File: src/sv/cdfc_pkg.sv
// cdfc_pkg: shared types, constants and the crc_b byte update for the
// character deframer with crc check; no dependencies
package cdfc_pkg;

  localparam int unsigned CDFC_QUEUE_DEPTH = 4;
  localparam int unsigned CDFC_COUNT_W     = 9;
  localparam logic [15:0] CDFC_CRC_INIT    = 16'hFFFF;
  localparam logic [15:0] CDFC_CRC_POLY    = 16'h8408;
  localparam logic [3:0]  CDFC_STOP_POS    = 4'd9;
  localparam logic [8:0]  CDFC_MAX_RESET   = 9'd256;

  // result kinds
  localparam logic CDFC_KIND_BYTE = 1'b0;
  localparam logic CDFC_KIND_END  = 1'b1;

  // one classified event between front and back
  typedef struct packed {
    logic                    kind;
    logic [7:0]              data;
    logic [CDFC_COUNT_W-1:0] count;
    logic                    truncated;
  } cdfc_event_t;

  // reflected crc_b over one byte, one bit per step
  function automatic logic [15:0] cdfc_crc_update(input logic [15:0] crc,
                                                  input logic [7:0]  data);
    logic [15:0] c;
    c = crc ^ {8'h00, data};
    for (int k = 0; k < 8; k++) begin
      if (c[0]) begin
        c = (c >> 1) ^ CDFC_CRC_POLY;
      end else begin
        c = c >> 1;
      end
    end
    return c;
  endfunction

endpackage

File: src/sv/cdfc_front.sv
// cdfc_front: character framing, frame end detection and byte counting;
// emits one classified event per completed byte or non-empty frame end
// depends on cdfc_pkg
module cdfc_front import cdfc_pkg::*; (
  input  logic                    clk_i,
  input  logic                    rst_ni,
  input  logic                    accept_i,
  input  logic                    symbol_value_i,
  input  logic [CDFC_COUNT_W-1:0] max_frame_size_i,
  output logic                    push_o,
  output cdfc_event_t             event_o
);

  logic [3:0]              bit_pos_q, bit_pos_d;
  logic [7:0]              shift_q, shift_d;
  logic [CDFC_COUNT_W-1:0] bytes_q, bytes_d;

  logic at_stop, marker, framing, limit, frame_end;

  // end condition priority: marker, then framing error, then size limit
  assign at_stop   = (bit_pos_q == CDFC_STOP_POS);
  assign marker    = at_stop && (shift_q == 8'h00) && !symbol_value_i;
  assign framing   = !marker && (((bit_pos_q == 4'd0) && symbol_value_i) ||
                                 (at_stop && !symbol_value_i));
  assign limit     = !marker && !framing && (bytes_q == max_frame_size_i);
  assign frame_end = marker || framing || limit;

  // next state and event
  always_comb begin
    bit_pos_d = bit_pos_q;
    shift_d   = shift_q;
    bytes_d   = bytes_q;
    push_o    = 1'b0;
    event_o.kind      = CDFC_KIND_BYTE;
    event_o.data      = shift_q;
    event_o.count     = bytes_q + 1'b1;
    event_o.truncated = 1'b0;
    if (accept_i) begin
      if (frame_end) begin
        push_o            = (bytes_q != '0);
        event_o.kind      = CDFC_KIND_END;
        event_o.data      = 8'h00;
        event_o.count     = bytes_q;
        event_o.truncated = framing || limit;
        bit_pos_d = 4'd0;
        shift_d   = 8'h00;
        bytes_d   = '0;
      end else if (!at_stop) begin
        // data bits land lsb first after the start bit
        for (int i = 0; i < 8; i++) begin
          if (bit_pos_q == 4'(i + 1)) begin
            shift_d[i] = symbol_value_i;
          end
        end
        bit_pos_d = bit_pos_q + 4'd1;
      end else begin
        push_o    = 1'b1;
        bytes_d   = bytes_q + 1'b1;
        bit_pos_d = 4'd0;
        shift_d   = 8'h00;
      end
    end
  end

  // framing state
  always_ff @(posedge clk_i or negedge rst_ni) begin
    if (!rst_ni) begin
      bit_pos_q <= 4'd0;
      shift_q   <= 8'h00;
      bytes_q   <= '0;
    end else begin
      bit_pos_q <= bit_pos_d;
      shift_q   <= shift_d;
      bytes_q   <= bytes_d;
    end
  end

endmodule

File: src/sv/cdfc_queue.sv
// cdfc_queue: small event queue between front and back
// depends on cdfc_pkg
module cdfc_queue import cdfc_pkg::*; #(
  parameter int unsigned Depth = CDFC_QUEUE_DEPTH
) (
  input  logic        clk_i,
  input  logic        rst_ni,
  input  logic        push_i,
  input  cdfc_event_t push_data_i,
  input  logic        pop_i,
  output cdfc_event_t pop_data_o,
  output logic        empty_o,
  output logic        full_o
);

  localparam int unsigned PtrW = (Depth > 1) ? $clog2(Depth) : 1;
  localparam int unsigned CntW = $clog2(Depth + 1);

  cdfc_event_t         slots_q [Depth];
  logic [PtrW-1:0]     wr_ptr_q, rd_ptr_q;
  logic [CntW-1:0]     count_q;
  logic                do_push, do_pop;

  assign empty_o    = (count_q == '0);
  assign full_o     = (count_q == CntW'(Depth));
  assign do_push    = push_i && !full_o;
  assign do_pop     = pop_i && !empty_o;
  assign pop_data_o = slots_q[rd_ptr_q];

  // slot storage
  always_ff @(posedge clk_i) begin
    if (do_push) begin
      slots_q[wr_ptr_q] <= push_data_i;
    end
  end

  // pointers and fill level
  always_ff @(posedge clk_i or negedge rst_ni) begin
    if (!rst_ni) begin
      wr_ptr_q <= '0;
      rd_ptr_q <= '0;
      count_q  <= '0;
    end else begin
      if (do_push) begin
        wr_ptr_q <= (wr_ptr_q == PtrW'(Depth - 1)) ? '0 : wr_ptr_q + 1'b1;
      end
      if (do_pop) begin
        rd_ptr_q <= (rd_ptr_q == PtrW'(Depth - 1)) ? '0 : rd_ptr_q + 1'b1;
      end
      if (do_push && !do_pop) begin
        count_q <= count_q + 1'b1;
      end else if (do_pop && !do_push) begin
        count_q <= count_q - 1'b1;
      end
    end
  end

endmodule

File: src/sv/cdfc_back.sv
// cdfc_back: crc_b accumulation, frame check and the registered result
// depends on cdfc_pkg
module cdfc_back import cdfc_pkg::*; (
  input  logic                    clk_i,
  input  logic                    rst_ni,
  input  logic                    empty_i,
  input  cdfc_event_t             event_i,
  output logic                    pop_o,
  output logic                    out_valid_o,
  input  logic                    out_stall_i,
  output logic                    result_kind_o,
  output logic [7:0]              data_byte_o,
  output logic [CDFC_COUNT_W-1:0] byte_count_o,
  output logic                    truncated_o,
  output logic                    crc_error_o
);

  logic [15:0] crc_q, trail_q;
  logic        valid_q;
  logic        kind_q, trunc_q, crc_err_q;
  logic [7:0]  data_q;
  logic [CDFC_COUNT_W-1:0] count_q;
  logic        crc_bad;

  // take an event when the output slot is free or drains this cycle
  assign pop_o = !empty_i && (!valid_q || !out_stall_i);

  // last two bytes must be the inverted crc, low byte first
  assign crc_bad = (event_i.count > CDFC_COUNT_W'(2)) ? ((~crc_q) != trail_q) : 1'b1;

  // crc and trailing byte window
  always_ff @(posedge clk_i or negedge rst_ni) begin
    if (!rst_ni) begin
      crc_q   <= CDFC_CRC_INIT;
      trail_q <= 16'h0000;
    end else if (pop_o) begin
      if (event_i.kind == CDFC_KIND_END) begin
        crc_q   <= CDFC_CRC_INIT;
        trail_q <= 16'h0000;
      end else begin
        if (event_i.count > CDFC_COUNT_W'(2)) begin
          crc_q <= cdfc_crc_update(crc_q, trail_q[7:0]);
        end
        trail_q <= {event_i.data, trail_q[15:8]};
      end
    end
  end

  // output valid
  always_ff @(posedge clk_i or negedge rst_ni) begin
    if (!rst_ni) begin
      valid_q <= 1'b0;
    end else if (pop_o) begin
      valid_q <= 1'b1;
    end else if (!out_stall_i) begin
      valid_q <= 1'b0;
    end
  end

  // output payload
  always_ff @(posedge clk_i) begin
    if (pop_o) begin
      kind_q    <= event_i.kind;
      data_q    <= event_i.data;
      count_q   <= event_i.count;
      trunc_q   <= event_i.truncated;
      crc_err_q <= (event_i.kind == CDFC_KIND_END) ? crc_bad : 1'b0;
    end
  end

  assign out_valid_o   = valid_q;
  assign result_kind_o = kind_q;
  assign data_byte_o   = data_q;
  assign byte_count_o  = count_q;
  assign truncated_o   = trunc_q;
  assign crc_error_o   = crc_err_q;

endmodule

File: src/sv/char_deframer_with_crc_check_unit.sv
// char_deframer_with_crc_check_unit: one symbol per cycle while the queue is not
// full. The edge that accepts a symbol writes its event into a queue slot; a later
// edge loads it into the output register once that register is free. The event queue lets the
// front keep taking symbols while the output is stalled, until it fills.
// Async active-low reset clears framing, crc state and the queue, and sets
// max_frame_size to 256. depends on cdfc_pkg, cdfc_front, cdfc_queue, cdfc_back
module char_deframer_with_crc_check_unit import cdfc_pkg::*; #(
  parameter int unsigned QueueDepth = CDFC_QUEUE_DEPTH
) (
  input  logic                    clk_i,
  input  logic                    rst_ni,
  input  logic                    cfg_valid_i,
  output logic                    cfg_ready_o,
  input  logic [CDFC_COUNT_W-1:0] cfg_data_i,
  input  logic                    in_valid_i,
  output logic                    in_stall_o,
  input  logic                    symbol_value_i,
  output logic                    out_valid_o,
  input  logic                    out_stall_i,
  output logic                    result_kind_o,
  output logic [7:0]              data_byte_o,
  output logic [CDFC_COUNT_W-1:0] byte_count_o,
  output logic                    truncated_o,
  output logic                    crc_error_o
);

  logic [CDFC_COUNT_W-1:0] max_size_q;
  logic        accept, push, pop, q_empty, q_full;
  cdfc_event_t front_event, back_event;

  assign cfg_ready_o = 1'b1;
  assign in_stall_o  = q_full;
  assign accept      = in_valid_i && !q_full;

  // size limit register
  always_ff @(posedge clk_i or negedge rst_ni) begin
    if (!rst_ni) begin
      max_size_q <= CDFC_MAX_RESET;
    end else if (cfg_valid_i && cfg_ready_o) begin
      max_size_q <= cfg_data_i;
    end
  end

  cdfc_front u_front (
    .clk_i            (clk_i),
    .rst_ni           (rst_ni),
    .accept_i         (accept),
    .symbol_value_i   (symbol_value_i),
    .max_frame_size_i (max_size_q),
    .push_o           (push),
    .event_o          (front_event)
  );

  cdfc_queue #(
    .Depth (QueueDepth)
  ) u_queue (
    .clk_i       (clk_i),
    .rst_ni      (rst_ni),
    .push_i      (push),
    .push_data_i (front_event),
    .pop_i       (pop),
    .pop_data_o  (back_event),
    .empty_o     (q_empty),
    .full_o      (q_full)
  );

  cdfc_back u_back (
    .clk_i         (clk_i),
    .rst_ni        (rst_ni),
    .empty_i       (q_empty),
    .event_i       (back_event),
    .pop_o         (pop),
    .out_valid_o   (out_valid_o),
    .out_stall_i   (out_stall_i),
    .result_kind_o (result_kind_o),
    .data_byte_o   (data_byte_o),
    .byte_count_o  (byte_count_o),
    .truncated_o   (truncated_o),
    .crc_error_o   (crc_error_o)
  );

endmodule

File: config.mk
export PLATFORM = sky130hd
export DESIGN_NAME = char_deframer_with_crc_check_unit
export DESIGN_NICKNAME = d
export VERILOG_FILES = /design/src/sv/cdfc_pkg.sv /design/src/sv/cdfc_front.sv /design/src/sv/cdfc_queue.sv /design/src/sv/cdfc_back.sv /design/src/sv/char_deframer_with_crc_check_unit.sv
export SDC_FILE = /design/constraint.sdc
export NUM_CORES = 1
export LEC_CHECK = 0
export ABC_AREA = 1
export BUFFER_PORTS_ARGS = -buffer_cell sky130_fd_sc_hd__buf_2
export CORE_ASPECT_RATIO = 0.75
export CORE_UTILIZATION = 40
export CTS_BUF_LIST = sky130_fd_sc_hd__clkbuf_4
export DETAILED_ROUTE_END_ITERATION = 8
export PLACE_DENSITY = 0.55
export SYNTH_ARGS = -nofsm -noshare
export SYNTH_HDL_FRONTEND = slang
export SYNTH_HIERARCHICAL = 1
export SYNTH_SLANG_ARGS = --single-unit
File: constraint.sdc
create_clock -name clk_i -period 5.2 [get_ports clk_i]
set_input_delay 1.04 -clock clk_i [delete_from_list [all_inputs] [get_ports clk_i]]
set_output_delay 1.04 -clock clk_i [all_outputs]
set_load 0.01 [all_outputs]
Word level (Yosys, flattened, before mapping). Memory sizes are Yosys's and may differ from the RTL's. Cells that the tools add are included.

Order comparisons: 1. Reduce and logical (&&, ||, !) cells: 52. Mux-type cells: 60. Bitwise operators: 10. Equality and inequality tests: 15. Add/subtract/negate cells: 6.

Operators by type and width (number): $mux W16 (32); $mux W19 (2); $not A2 Y3 (8); $reduce_bool A3 Y1 (8); $reduce_and A2 Y1 (10); $mux W9 (2); $eq A4 B3 Y1 const B (4); $mux W1 (16); $mux W8 (2); $ne A16 B16 Y1 (1); $not A16 Y16 (1); $xor A16 B8 Y16 (1); $logic_and A1 B1 Y1 (13); $add A9 B1 Y9 const B (1); $eq A9 B9 Y1 (1); $gt A9 B2 Y1 const B (1); $logic_not A1 Y1 (9); $reduce_bool A9 Y1 (1); $eq A4 B2 Y1 const B (2); $eq A4 B4 Y1 const B (2); $logic_not A8 Y1 (1); $mux W4 (2); $mux W3 (2); $reduce_bool A2 Y1 (3); 12 further kinds (19).

Memories kept: 1. Output and inout port bits: 23. Input port bits: 15. Bits in writable memories: 76. Bits in registers: 90. Word-level logic and storage cells: 167.

Memory list: u_queue.slots_q (depth 4, width 19, rd ports 1, clocked after memory_dff 0, write ports 1, line cdfc_queue.sv:19) `cdfc_event_t slots_q [Depth];`.

Longest topological paths before layout. Gate-level depths: netlist (run 1).

Depth in word-level cells: 40. Depth in mapped cells: 20. Depth with buffers taken out: 20.

Hierarchy. Netlist (run 1), hierarchy kept.

By module, submodules not included: cdfc_queue (area each 3594.7 um2, cells an instance 282, instances 1, sequential area each 2457.4 um2); cdfc_back (area each 2590.0 um2, cells an instance 311, instances 1, sequential area each 1446.4 um2); cdfc_front (area each 1604.0 um2, cells an instance 234, instances 1, sequential area each 525.5 um2); char_deframer_with_crc_check_unit (area each 361.6 um2, cells an instance 42, instances 1, sequential area each 226.5 um2).

Worst setup path after synthesis (run 1). Ideal clock, no wire load.

Path type: input to register. Start point: input symbol_value_i. End point: memory u_queue/slots_q[0][0] (netlist bit) (enable). Setup time: 0.395 ns. Stages on the path: 9. Arrival time: 2.664 ns. Buffers on the path: 1. Setup slack: 2.141 ns. Data required time: 4.805 ns. Cell sequence: nand3_1 > o21ai_2 > inv_2 > nand3_2 > nand2_4 > buf_6 > nor2_2 > nand2_1 > nor2_1.

Word-level cells in the longest chain between the ends: 13. Elaborated cells on any way between the ends: 17. Classes of those cells: 4 x mux; 13 x reduce/logical.

Ends and longest elaborated chain: start, declared (line char_deframer_with_crc_check_unit.sv:17) `input logic symbol_value_i,`; $logic_not A1 Y1 (line cdfc_front.sv:22, cdfc_front.sv:24); $logic_and A1 B1 Y1 (on tied branches) (line cdfc_front.sv:22, cdfc_front.sv:24); $logic_not A1 Y1 or $logic_or A1 B1 Y1 (tied branches) (line cdfc_front.sv:23, cdfc_front.sv:25); $logic_and A1 B1 Y1 (line cdfc_front.sv:23) `assign framing = !marker && (((bit_pos_q == 4'd0) && symbol_value_i) ||`; $logic_not A1 Y1 (line cdfc_front.sv:25) `assign limit = !marker && !framing && (bytes_q == max_frame_size_i);`; $logic_and A1 B1 Y1 (2 in series) (line cdfc_front.sv:25); $logic_or A1 B1 Y1 (*) (line cdfc_front.sv:26) `assign frame_end = marker || framing || limit;`; $mux W1 (*) (line cdfc_front.sv:39) `if (frame_end) begin`; $mux W1 (*) (line cdfc_front.sv:38) `if (accept_i) begin`; net push (line char_deframer_with_crc_check_unit.sv:28) `logic accept, push, pop, q_empty, q_full;`; $logic_and A1 B1 Y1 (*) (line cdfc_queue.sv:26) `assign do_push = push_i && !full_o;`; $mux W1 (*) (line cdfc_queue.sv:32) `if (do_push) begin`; $mux W1 (implied by the code) (*) (line cdfc_queue.sv:33) `slots_q[wr_ptr_q] <= push_data_i;`; end, declared (line cdfc_queue.sv:19).

Mark *: on every way through the listed nets, which the timed path passes. The rest lies on a longest branch.

==> results of run 1 <==
## registers in the layout (all words and copies together) (netlist names), 2 cells and up
register             count
u_queue/slots_q         76
u_back/crc_q            16
u_back/trail_q          16
max_size_q               9
u_back/byte_count_o      9
u_front/bytes_q          9
u_back/data_byte_o       8
u_front/shift_q          8
u_front/bit_pos_q        4
u_queue/count_q          3
u_queue/rd_ptr_q         2
u_queue/wr_ptr_q         2
## cell type report
class	count	area (sq um)	area share
Timing Repair Buffer	44	243	0.0276
Multi-Input combinational cell	550	2780	0.316
Clock inverter	13	186	0.0212
Inverter	123	467	0.0531
Sequential cell	166	4660	0.529
Clock buffer	19	143	0.0162
Antenna cell	1	2.50	0.000284
Tap cell	253	317	0.0360
## logic make-up (layout without fill, tap and decap cells)
kind of cell,Yosys count,after routing,share of synthesized area
AOI/OAI and AO/OA,82,82,0.0783
xor gates and xnor gates,15,15,0.0161
adders and majority gates,10,10,0.0163
buffers and inverters,153,199,0.0892
DFF,166,166,0.571
other,1,2,0.000460
and+or+nand+nor,442,442,0.228
## worst max-delay path: stages, from the launching register on
cell      delay [ns]
dfrtp_2         1.05
nand2_1         0.16
o211ai_2        0.09
nand2_1         0.21
inv_1           0.75
nand2_2         0.14
nand2_4         0.30
inv_2           0.15
nand2_1         0.10
nand2_1         0.05
## per-stage QoR
stage | hold WS, ns | setup WS (ns) | std cells
6_report | 0.490 | 2.10 | 1169
3_5_place_dp | 0.472 | 1.96 | 1136
2_1_floorplan | 0.449 | 2.14 | 869
3_3_place_gp | 0.473 | 2.04 | 1136
5_1_grt | 0.518 | 1.65 | 1169
4_1_cts | 0.492 | 2.04 | 1168
## cells in the final DEF (no fill, tap or decap), drive strengths merged, types with 9 or more instances in the layout
cell,n
edfxtp,96
buf,44
nand3,60
nor2,61
nand2,297
ha,9
a21oi,9
dfrtp,53
clkbuf,19
dfstp,17
o211ai,38
nand4,18
inv,124
xor2,10
o21ai,35
## path summary, 6_finish.rpt
kind / end / slack (ns) / from / cells past startpoint
setup / recovery: u_back/crc_q[2] / 2.10 / u_queue/rd_ptr_q[0] / 9
hold / removal: max_size_q[8] / 0.49 / max_size_q[8] / 2
setup reg to reg: u_back/crc_q[2] / 2.10 / u_queue/rd_ptr_q[0] / 9
hold reg to reg: max_size_q[8] / 0.49 / max_size_q[8] / 2
max in group asynchronous: u_queue/rd_ptr_q[0] / 3.92 / rst_ni / 1
min in group asynchronous: u_front/bytes_q[8] / 0.59 / rst_ni / 1
## where the power goes
part | total (uW) | internal [uW] | leakage [uW] | switching [uW]
combinational | 2030 | 647 | 0.00211 | 1380
clock | 873 | 432 | 0.000185 | 441
sequential | 2180 | 1870 | 0.00176 | 306
## routing by layer
layer,vias to the layer above,share of wire,GRT usage
met5,-,0,0
met2,144,0.40,0.244
met1,2720,0.54,0.295
li1,2881,-,-
met4,0,0.0088,0.0441
met3,8,0.053,0.0365
==> flow_summary.yaml, run 1 <==
yosys:
  synth_seq_cells: 166
  synth_area_leader_cell: "edfxtp_1"
  yosysTopAreaCellShare: 0.354
  avgSynthCellArea_sq_um: 9.38
  synth.distinct_cells: 36
  synth_edf_count: 96
  yosysSeqAreaShare: 0.571
  syn_inst: 869
  async_flop_share: 0.422
  synth_commonest_cells: "nand2_1 (287), inv_1 (113), edfxtp_1 (96), nand3_1 (59), nor2_1 (57)"
  synth_nets: 894
  synth_area_sq_um: 8150
  synth_ff_type: "edfxtp_1"
  ys_top_cells_by_area: "edfxtp_1 (35%), dfrtp_1 (16%), nand2_1 (13%)"
  ys_warn_count: 6
  synth.most_common_cell: "nand2_1"
timing:
  fin_tns_setup_ns: 0
  finalCritPeriodShare: 0.596
  drv_slew: 0
  worst_pin_slew_ns: 1.06
  fmax_mhz: 323
  min_period_ns: 3.10
  clock_skew_ns: 0.0152
  slew_headroom: 0.296
  finalHoldViolCount: 0
  rsz0062_at_grt: "no"
  setup_violations: 0
power_and_ir_drop:
  power_uw: 5080
  p_leak_uw: 0.00405
  p_per_area_nw_per_um2: 578
  ir_drop_uv: 217
worst_hold_path:
  hold_class: "reg2reg"
critical_path:
  worstPathRequired_ns: 5.70
  cp_max_fo: 54
  cp.arrival_ns: 3.60
  worstSetupPathType: "reg2reg"
  critPathCaptureType: "flop"
  worst_setup_path_start_kind: "flop"
clock_tree:
  cts-htree-levels: 4
  post_cts_buffers: 0
  clk_pin_slew_worst_paths_ns: 0.13
  clock_path_buffers: 2
  root_buffer: "clkbuf_4"
  clk_latency_ns: 0.56
  ctsResizeCount: 0
  cts_tree: "yes"
  clock_sinks: 166
  cts_buffers: 17
  cts_hold_buf: 0
cells_and_area:
  stdcell_area_sq_um: 8800
  area_delta_synth_final_pct: 7.94
  fillers: 1915
  fin_nets: 927
  finish.utilization: 0.448
  drive_gt1_frac: 0.165
global_route:
  grt_antenna_before_repair: 1
  first_global_vias: 5258
  grt_overflow: 0
  grtUsageTotal: 0.182
  grt_max_degree: 71
  grt_pass1_wl_mm: 29.1
die:
  die_w_um: 167
  ios: 38
  coreArea_sq_um: 19700
  start_util: 0.415
  rows: 44
  dieHeight_um: 126
  die-area_sq_um: 21000
route:
  post_drt_via_cell_ratio: 4.92
  via_count: 5753
  finalWirelength_mm: 17.8
  drt-wirelength-per-cell_um: 15.2
  first_pass_iters: 5
  route.detailed.drc: 0
  dr.first_iter.drc_count: 508
  ant_nets: 0
placement:
  gp_congestion: 0.824
  dpl_cell_area_sq_um: 8470
  dp_hpwl_mm: 12.0
  io_buffers: 36
status:
  status: "completed"
job:
  drv_cap: 0
(Power assumes the default switching activity.)
==> run 2: changes to the inputs <==
clock period = 3 ns   (was 5.2 ns; I/O delays follow)
==> run 2 against run 1 <==
  * Maximum frequency grew 13%
  * Worst setup slack got worse by 1.8 ns
  * Sequential share of layout area shrank 0.20 points
  * Critical path type unchanged
  * Largest cell class unchanged
  * Clock skew increased by 0.012 ns
  * Sequential power increased by 69%
  * Clock power is 40% higher
  * Non-clock buffer count rose by 13
  * Cell area up 0.37%
==> flow_summary.yaml, run 2 (synthesis results as in run 1) <==
power_and_ir_drop:
  p_per_area_nw_per_um2: 975
  power_uw: 8610
  p_leak_uw: 0.00407
  ir_drop_uv: 418
cells_and_area:
  largest_register_ffs: 76
  drive_gt1_frac: 0.176
  finish.utilization: 0.449
  area_delta_synth_final_pct: 8.34
  final_cell_mix: "nand2_1 (287), inv_1 (113), edfxtp_1 (96)"
  top_register: "u_queue/slots_q"
  fillers: 1914
  regArea_sq_um: 4660
  multi_input_area_sq_um: 2790
  stdcell_count: 1182
  fin_nets: 940
  final_common_cell: "nand2_1"
  top_regs: "u_queue/slots_q (76), u_back/crc_q (16), u_back/trail_q (16)"
clock_tree:
  cts_buffers: 17
  cts_tree: "yes"
  clk_pin_slew_worst_paths_ns: 0.14
  clock_path_buffers: 2
  cts-htree-levels: 4
  root_buffer: "clkbuf_4"
  clock_sinks: 166
  clk_latency_ns: 0.56
route:
  via_count: 5779
  drt-wirelength-per-cell_um: 15.2
  finalWirelength_mm: 18.0
  post_drt_via_cell_ratio: 4.89
  ant_nets: 0
  route.detailed.drc: 0
  dr.first_iter.drc_count: 502
  first_pass_iters: 7
critical_path:
  critPathMaxStageDelay_ns: 0.54
  worstPathRequired_ns: 3.44
  cp_max_fo: 17
  r2r_slack_ns: 0.27
  worst_setup_path_start_kind: "flop"
  cp_common_cell: "nand2_1"
  crit_path_cell_trace: "xnor2_1, nand2_1, nor2_1, nand3_2, nand3_2, nand2_4, nor2_2, nand2_1, inv_1, ha_1, inv_1, fa_1, nand2_1, nand3_1, nand2_1, nand2_1"
  cp.arrival_ns: 3.17
  critPathCaptureType: "flop"
  worstSetupPathType: "reg2reg"
  cpMaxStageDelayCell: "dfrtp_1"
placement:
  io_buffers: 36
  dp_hpwl_mm: 12.6
  gp_congestion: 0.836
  dp.cells: 1148
timing:
  worst_pin_slew_ns: 0.638
  min_period_ns: 2.73
  setup_violations: 0
  fin_tns_setup_ns: 0
  drv_slew: 0
  finalCritPeriodShare: 0.911
  rsz0062_at_grt: "no"
  clock_skew_ns: 0.0270
  fmax_mhz: 366
  finalHoldViolCount: 0
  slew_headroom: 0.575
die:
  rows: 44
  coreArea_sq_um: 19700
  ios: 38
  dieHeight_um: 126
  die_w_um: 167
  start_util: 0.415
  die-area_sq_um: 21000
global_route:
  grt_pass1_wl_mm: 29.2
  met1_usage: 0.292
  grt_max_degree: 45
  grt_overflow: 0
  first_global_vias: 5379
  grt_antenna_before_repair: 1
  use_met3: 0.0377
  use_met2: 0.250
  grtUsageTotal: 0.183
  grt.busiest_layer: "met1"
job:
  drv_cap: 0
status:
  status: "completed"
worst_hold_path:
  hold_class: "in2async"
[run 2: area by class of cell]
type                       instances  area share
timing repair buffer              57      0.0400
clock buffer                      19      0.0162
sequential                       166       0.527
multi-input combinational        550       0.316
clock inverter                    13      0.0118
inverter                         123      0.0529
antenna                            1    0.000283
tap                              253      0.0359
[run 2: per-stage QoR]
step / hold WS, ns / setup slack [ns] / cell area [sq um]
final: 0.0373 / 0.268 / 8830
after global placement: 0.471 / 0.291 / 8570
after detailed placement: 0.469 / 0.271 / 8570
after global routing: 0.0296 / 0.0324 / 8830
after floorplan: 0.304 / 0.186 / 8150
after CTS: 0.0123 / 0.209 / 8810
[run 2: worst paths after layout]
kind | startpoint | cells past startpoint | endpoint
setup reg to reg | u_front/bytes_q[2] | 16 | u_queue/count_q[2]
setup / recovery | u_front/bytes_q[2] | 16 | u_queue/count_q[2]
hold / removal | rst_ni | 1 | u_front/bytes_q[8]
max in group asynchronous | rst_ni | 2 | u_back/crc_q[1]
min in group clk_i | cfg_data_i[8] | 3 | max_size_q[8]
hold reg to reg | max_size_q[8] | 2 | max_size_q[8]
[run 2: repair_timing]
action,in CTS,in global routing
hold buffers,0,0
gates resized for setup,0,1
setup buffers,0,1
setup endpoints to repair,0,1
[run 2: worst max-delay path, delay by kind of cell (launching register included)]
family | cells | cell delay (ns)
adder cells (fa/ha/maj) | 2 | 0.54
XOR/XNOR | 1 | 0.16
AND/OR/NAND/NOR | 11 | 1.25
buffers and inverters | 2 | 0.12
flip-flops | 1 | 0.54
[run 2: layer usage]
layer  wire length (um)  part of all wire
met2               7140              0.40
met4                119            0.0066
met1               9650              0.54
met3               1060             0.059
met5                  0                 0
[run 2: power by group]
part	internal, uW	total [uW]	switching [uW]
registers	3240	3690	449
logic	1210	3700	2490
clock network	424	1220	792
==> run 3: changes to the inputs <==
CTS_BUF_LIST = sky130_fd_sc_hd__clkbuf_8   (was sky130_fd_sc_hd__clkbuf_4)
==> run 3 against run 2 <==
  * Worst hold slack better by 0.11 ns
  * Largest power group unchanged
  * Critical path type unchanged
  * First-iteration DRC count is 1.2% higher
  * Worst setup slack better by 0.025 ns
  * Register-to-register slack better by 0.02 ns
==> flow_summary.yaml, run 3 (synthesis results as in run 1) <==
critical_path:
  r2r_cells: 17
  worstSetupPathType: "reg2reg"
  critPathCaptureType: "flop"
  crit_path_cell_trace: "nand2_1, nand2_1, nand2_1, nor2_1, nand3_2, nand3_2, nand2_4, nor2_2, nand2_1, inv_1, ha_1, inv_1, fa_1, nand2_1, nand3_1, nand2_1, nand2_1"
  critPathMaxStageDelay_ns: 0.55
  cpMaxStageDelayCell: "dfstp_2"
  cp_common_cell: "nand2_1"
  cp_max_fo: 17
  worstPathRequired_ns: 3.34
  cp.arrival_ns: 3.05
  worst_setup_path_start_kind: "flop"
die:
  start_util: 0.415
  die_w_um: 167
  rows: 44
  coreArea_sq_um: 19700
  die-area_sq_um: 21000
  dieHeight_um: 126
  ios: 38
timing:
  finalCritPeriodShare: 0.902
  fmax_mhz: 369
  clock_skew_ns: 0.0166
  min_period_ns: 2.71
  worst_pin_slew_ns: 0.634
  fin_tns_setup_ns: 0
  slew_headroom: 0.577
  drv_slew: 0
  setup_violations: 0
  finalHoldViolCount: 0
  rsz0062_at_grt: "no"
power_and_ir_drop:
  ir_drop_uv: 539
  p_leak_uw: 0.00413
  p_per_area_nw_per_um2: 998
route:
  route.detailed.drc: 0
  drt-wirelength-per-cell_um: 15.2
  via_count: 5764
  dr.first_iter.drc_count: 508
  finalWirelength_mm: 18.0
  post_drt_via_cell_ratio: 4.88
  first_pass_iters: 5
  ant_nets: 0
clock_tree:
  cts_tree: "yes"
  clock_sinks: 166
  cts_hold_buf: 0
  clk_latency_ns: 0.46
  clock_path_buffers: 2
  cts_buffers: 17
  root_buffer: "clkbuf_8"
  cts-htree-levels: 4
  clk_pin_slew_worst_paths_ns: 0.09
cells_and_area:
  final_common_cell: "nand2_1"
  stdcell_area_sq_um: 8950
  final_cell_mix: "nand2_1 (287), inv_1 (115), edfxtp_1 (96)"
  area_delta_synth_final_pct: 9.76
  top_register: "u_queue/slots_q"
  fillers: 1900
  top_regs: "u_queue/slots_q (76), u_back/crc_q (16), u_back/trail_q (16)"
  drive_gt1_frac: 0.176
  fin_nets: 940
  largest_register_ffs: 76
  antenna_cells: 0
global_route:
  grt_max_degree: 45
  grtUsageTotal: 0.184
  first_global_vias: 5380
  grt_pass1_wl_mm: 29.3
  grt_antenna_before_repair: 0
  grt_overflow: 0
job:
  drv_cap: 0
placement:
  dp_hpwl_mm: 12.6
  gp_congestion: 0.836
  io_buffers: 36
  dpl_cell_area_sq_um: 8570
worst_hold_path:
  hold_class: "in2async"
status:
  status: "completed"
==> run 3: cell types whose count changed in the layout (fill, tap and decap cells not counted) <==
cell	delta
clkbuf_4	-19
clkbuf_8	+19
clkinv_1	-2
inv_1	+2
diode_2	-1
==> run 3: final cells by class <==
| type | count | area (sq um) | share of cell area |
|---|---|---|---|
| Clock buffer | 19 | 262 | 0.0292 |
| Clock inverter | 13 | 104 | 0.0116 |
| Inverter | 123 | 467 | 0.0522 |
| Multi-Input combinational cell | 550 | 2790 | 0.312 |
| Sequential cell | 166 | 4660 | 0.521 |
| Tap cell | 253 | 317 | 0.0354 |
| Timing Repair Buffer | 57 | 353 | 0.0394 |
==> run 3: stage by stage <==
stage | cells | hold slack, ns | util | worst slack, ns | total power [uW]
after floorplan | 869 | 0.304 | - | 0.186 | 6410
after global placement | 1148 | 0.471 | 0.436 | 0.291 | 7410
after detailed placement | 1148 | 0.469 | 0.436 | 0.271 | 7430
after CTS | 1180 | 0.144 | 0.455 | 0.227 | 8980
after global routing | 1181 | 0.169 | 0.455 | 0.0520 | 9660
final | 1181 | 0.146 | 0.455 | 0.293 | 8920
==> run 3: critical path: cells and delay by family, from the launching register on <==
family        cells  cell delay, ns
simple gates     13            1.38
buf+inv           2            0.12
flops             1            0.55
fa+ha+maj         2            0.54
==> run 3: repair_timing <==
item / 4_1_cts / 5_1_grt
hold endpoints to repair: 0 / 0
gates resized for setup: 0 / 1
buffers inserted: 0 / 1
endpoints found under the setup margin: 0 / 1
==> run 3: path summary, 6_finish.rpt <==
path / startpoint / end / slack [ns]
setup / recovery: max_size_q[8] / u_queue/count_q[2] / 0.29
hold / removal: rst_ni / u_front/bytes_q[8] / 0.15
setup reg to reg: max_size_q[8] / u_queue/count_q[2] / 0.29
hold reg to reg: max_size_q[8] / max_size_q[8] / 0.48
max in group asynchronous: rst_ni / u_back/crc_q[2] / 2.21
min in group clk_i: cfg_data_i[8] / max_size_q[8] / 0.33
==> run 3: layer usage <==
| metal | part of all wire | GRT usage |
|---|---|---|
| met5 | 0 | 0 |
| met4 | 0.0090 | 0.0458 |
| met3 | 0.043 | 0.0358 |
| met2 | 0.40 | 0.252 |
| met1 | 0.55 | 0.294 |
==> run 3: power breakdown <==
| part | internal, uW | switching, uW |
|---|---|---|
| clock | 694 | 832 |
| sequential | 3250 | 447 |
| combinational | 1210 | 2490 |
| total | 5150 | 3770 |
